$ cat src/sv/bel_ram.sv
`default_nettype none

module bel_ram #(
   parameter int WIDTH = 8,
   parameter int DEPTH = 16
) (
   input  wire logic                     clock,
   input  wire logic                     wr_en,
   input  wire logic [((DEPTH > 1) ? $clog2(DEPTH) : 1)-1:0] wr_addr,
   input  wire logic [WIDTH-1:0]         wr_data,
   input  wire logic                     rd_en,
   input  wire logic [((DEPTH > 1) ? $clog2(DEPTH) : 1)-1:0] rd_addr,
   output logic      [WIDTH-1:0]         rd_data
);

   logic [WIDTH-1:0] mem_ff [DEPTH];
   logic [WIDTH-1:0] rd_data_ff;

   // one write port, one registered read port
   always_ff @(posedge clock) begin
      if (wr_en) begin
         mem_ff[wr_addr] <= wr_data;
      end
      if (rd_en) begin
         rd_data_ff <= mem_ff[rd_addr];
      end
   end

   assign rd_data = rd_data_ff;

endmodule

`default_nettype wire

$ cat config.mk
export PLATFORM = sky130hd
export DESIGN_NAME = bel_ram
export DESIGN_NICKNAME = d
export VERILOG_FILES = /design/src/sv/bel_ram.sv
export SDC_FILE = /design/constraint.sdc
export NUM_CORES = 1
export LEC_CHECK = 0
export BUFFER_PORTS_ARGS = -buffer_cell sky130_fd_sc_hd__buf_2
export CAP_MARGIN = 20
export CORE_MARGIN = 5
export CORE_UTILIZATION = 30
export CTS_BUF_LIST = sky130_fd_sc_hd__clkbuf_4 sky130_fd_sc_hd__clkbuf_8 sky130_fd_sc_hd__clkbuf_16
export CTS_CLUSTER_SIZE = 24
export DETAILED_ROUTE_END_ITERATION = 8
export GPL_TIMING_DRIVEN = 0
export HOLD_SLACK_MARGIN = 0.03
export SLEW_MARGIN = 20
export SYNTH_ARGS = -nofsm -noshare
export SYNTH_HDL_FRONTEND = slang
export SYNTH_SLANG_ARGS = --single-unit
export TNS_END_PERCENT = 5
$ cat constraint.sdc
create_clock -name clock -period 1.8 [get_ports clock]
set_input_delay 0.36 -clock clock [delete_from_list [all_inputs] [get_ports clock]]
set_output_delay 0.36 -clock clock [all_outputs]
set_load 0.01 [all_outputs]
After elaboration in Yosys (flattened, before gate mapping)

Memories as Yosys holds them, arrays and structs flattened. A register that Yosys moved wholly into a read port is not among the register bits.
Cells that the tools add are included.

Memories: 1
Bits of input ports: 19
Memory bits (writable): 128
Output and inout port bits: 8
Register bits after elaboration: 0

Memories:

| memory | depth | bits a word | rd ports | clocked after Yosys merged registers in | wr ports | line | text |
|---|---|---|---|---|---|---|---|
| mem_ff | 16    | 8           | 1        | 1                                       | 1        | 16   | `logic [WIDTH-1:0] mem_ff [DEPTH];` |

Multiplexer cells: 2

Operator list:

| operator | count |
|---|---|
| $mux 1   | 2 |

Longest topological paths before layout

Depth after elaboration: 2
Gate-level depth with buffers: 5
Depth with buffers taken out: 3

Least setup slack after synthesis

No wires, ideal clock.

Kind: input-to-reg
Start point: input port wr_addr[2] (netlist name)
End point: memory mem_ff[0][0] (enable)
Arrival: 1.470 ns
Setup time: 0.383 ns
Cell stages on the path: 2
Buffers on the path: 0
Required time: 1.417 ns
Path slack: -0.053 ns
Cells stage by stage: or3b_2 nor3_1

RTL lines:

| element     | line | text |
|---|---|---|
| from (decl) | 9    | `input wire logic [((DEPTH > 1) ? $clog2(DEPTH) : 1)-1:0] wr_addr,` |
| to (decl)   | 16   |  |

Straight into the memory's write port.

Final worst setup path

Start point: input port wr_addr[2] (netlist name)
End point: memory mem_ff[1][3] (enable)

Straight into the memory's write port.

==> results_dict.tcl <==
set metrics [dict create \
    outcome "completed" \
    power_leakage_uw 0.00211 \
    wl_um 10200 \
    drv_slew 0 \
    worstSetupStartpoint "wr_addr[2]" \
    criticalPathCategory "primary input to register" \
    rsz0062_at_grt "no" \
    crit_end "mem_ff[1][3]$_DFFE_PP_" \
    final_nets 293 \
    ys_async_sr_fraction_pct 0 \
    reg2reg_depth 3 \
    drtPass1Iterations 4 \
    grt_max_degree 17 \
    ys_ff_latch 136 \
    cp-start-kind "primary input" \
    crit_required_ns 1.84 \
    pin_count 27 \
    synth_area_leaders "edfxtp_1 78%, mux4_2 7.8%, mux4_1 7.0%" \
    clockRootBuffer "clkbuf_16" \
    finalSetupViolCount 0 \
    ys_top_cells_by_count "136 x edfxtp_1, 18 x mux4_2, 16 x a22oi_1" \
    min_period_over_period_pct 90.6 \
    die_y_um 142 \
    cts.sinks 136 \
    r2r_end "rd_data[0]$_DFFE_PP_" \
    synth_area_per_cell_um2 22.8 \
    post-place-ws_ns -0.305 \
    arrival_ns 1.67 \
    layout.cells.non_filler 512 \
    yosysTopAreaCell "edfxtp_1" \
    antenna_found_initial 0 \
    syn_to_final_growth_pct 21.7 \
    fin_skew_ns 0.00631 \
    rows 48 \
    num_antenna_cells 0 \
    cap_violations 0 \
    ant_nets 0 \
    min_from "rd_en" \
    numPortBuffers 25 \
    clock_latency_ns 0.41 \
    post_cts_buffers 0 \
    synth_edf_count 136 \
    worst_slew_pin_slew_ns 0.837 \
    grt_use_total_pct 10.9 \
    synth.top_cell.area_share_pct 78.1 \
    final.setup.tns_ns 0 \
    power_density_mw_per_mm2 1260 \
    reg2reg_slack_ns 0.20 \
    synth_cell_types 18 \
    cts_hold_buf 0 \
    hold_viol 0 \
    place_inst 480 \
    synth_warnings 0 \
    first_global_vias 2535 \
    synth.most_common_cell "edfxtp_1" \
    fmax_mhz 613 \
    drc 0 \
    cp-end-kind "register" \
    die_x_um 142 \
    floorplan.initialDensity_pct 30.4 \
    ctsHtreeMaxLevel 4 \
    syn_area_mm2 0.00523 \
    crit_path_max_fanout 8 \
    cts_tree "done" \
    max_slew_margin_pct 44.0 \
    min_period_ns 1.63 \
    synth-main-ff-cell "edfxtp_1" \
    peakVddDrop_mv 0.786 \
    drive_gt1_share_pct 31.4 \
    cts-buffers-inserted 17 \
    setup_ws_ns 0.169 \
    die_area_mm2 0.0202 \
    vias_per_cell 4.76 \
    hpwl_um 6640 \
    post_cts_resized 0 \
    holdCritPathClass "primary input to register" \
    synthCells 229 \
    first_iter_violations 261 \
    overflow 0 \
    grt_first_pass_wirelength_um 15500 \
    vias 2435 \
    reg2reg_from "mem_ff[1][0]$_DFFE_PP_" \
    yosysSeqAreaShare_pct 78.1 \
    clkTransAtPathRegs_ns 0.06 \
    wl_per_cell_um 19.9 \
    max-clock-path-buffers 2 \
    syn_nets 248 \
    core-area_mm2 0.0172 \
    place_congestion 0.684 \
]
-- critical path: stages --
cell    delay (ns)
buf_2         0.11
or3b_2        0.54
nor2_1        0.65
-- through the flow --
step	total power [uW]	hold WS (ns)	area [um^2]	utilization, %
floorplan	3840	0.459	5230	-
global route	8290	0.281	6360	37.0
finish	8040	0.272	6360	37.0
global placement	3990	0.691	5640	32.8
detailed placement	4000	0.695	5650	32.9
CTS	8110	0.259	6360	37.0
-- kinds of logic after synthesis --
kind of cell | share of synthesized area (%)
buf+inv | 1.65
simple gates | 3.14
flops | 78.1
mux | 14.8
compound gates | 2.30
-- registers in the layout, indices dropped and copies added, names as in the netlist --
name	flops
rd_data	8
mem_ff	128
-- power breakdown --
group / internal [uW] / switching [uW] / leakage [uW]
clock: 2880 / 1240 / 0.000347
combinational: 138 / 204 / 0.000527
sequential: 3570 / 14.3 / 0.00124
-- worst min path at each step --
stage / end / slack [ns] / depth (start not counted)
5_1_grt: rd_data[7]$_DFFE_PP_ / 0.28 / 1
3_5_place_dp: rd_data[3]$_DFFE_PP_ / 0.69 / 1
3_3_place_gp: rd_data[1]$_DFFE_PP_ / 0.69 / 1
6_report: rd_data[1]$_DFFE_PP_ / 0.27 / 1
4_1_cts: rd_data[1]$_DFFE_PP_ / 0.26 / 1
2_1_floorplan: mem_ff[0][0]$_DFFE_PP_ / 0.46 / 0
-- metal layers --
layer / wire (um) / GRT usage, % / up-vias
li1: - / - / 1074
met1: 4550 / 14.8 / 1264
met2: 4800 / 16.5 / 86
met3: 730 / 3.60 / 11
met4: 116 / 3.79 / 0
met5: 0 / 0 / -
-- final cells by class --
type	instances	area, um^2
Multi-Input combinational cell	83	1070
Timing Repair Buffer	26	130
Clock inverter	14	277
Sequential cell	136	4080
Tap cell	225	282
Fill cell	1582	10800
Buffer	10	86.3
Clock buffer	18	433
-- cell usage in the layout (no fill, tap or decap), drive strengths merged --
master,count
clkinv,5
mux4,32
nand2,9
edfxtp,136
clkbuf,18
buf,33
nor3,4
nand2b,2
nand3b,2
nand3,1
or3b,1
a22oi,16
clkdlybuf4s25,3
and2b,1
and2,1
bufinv,8
nor2b,1
nor2,13
clkinvlp,1
Power figures use the tool's default switching activity.
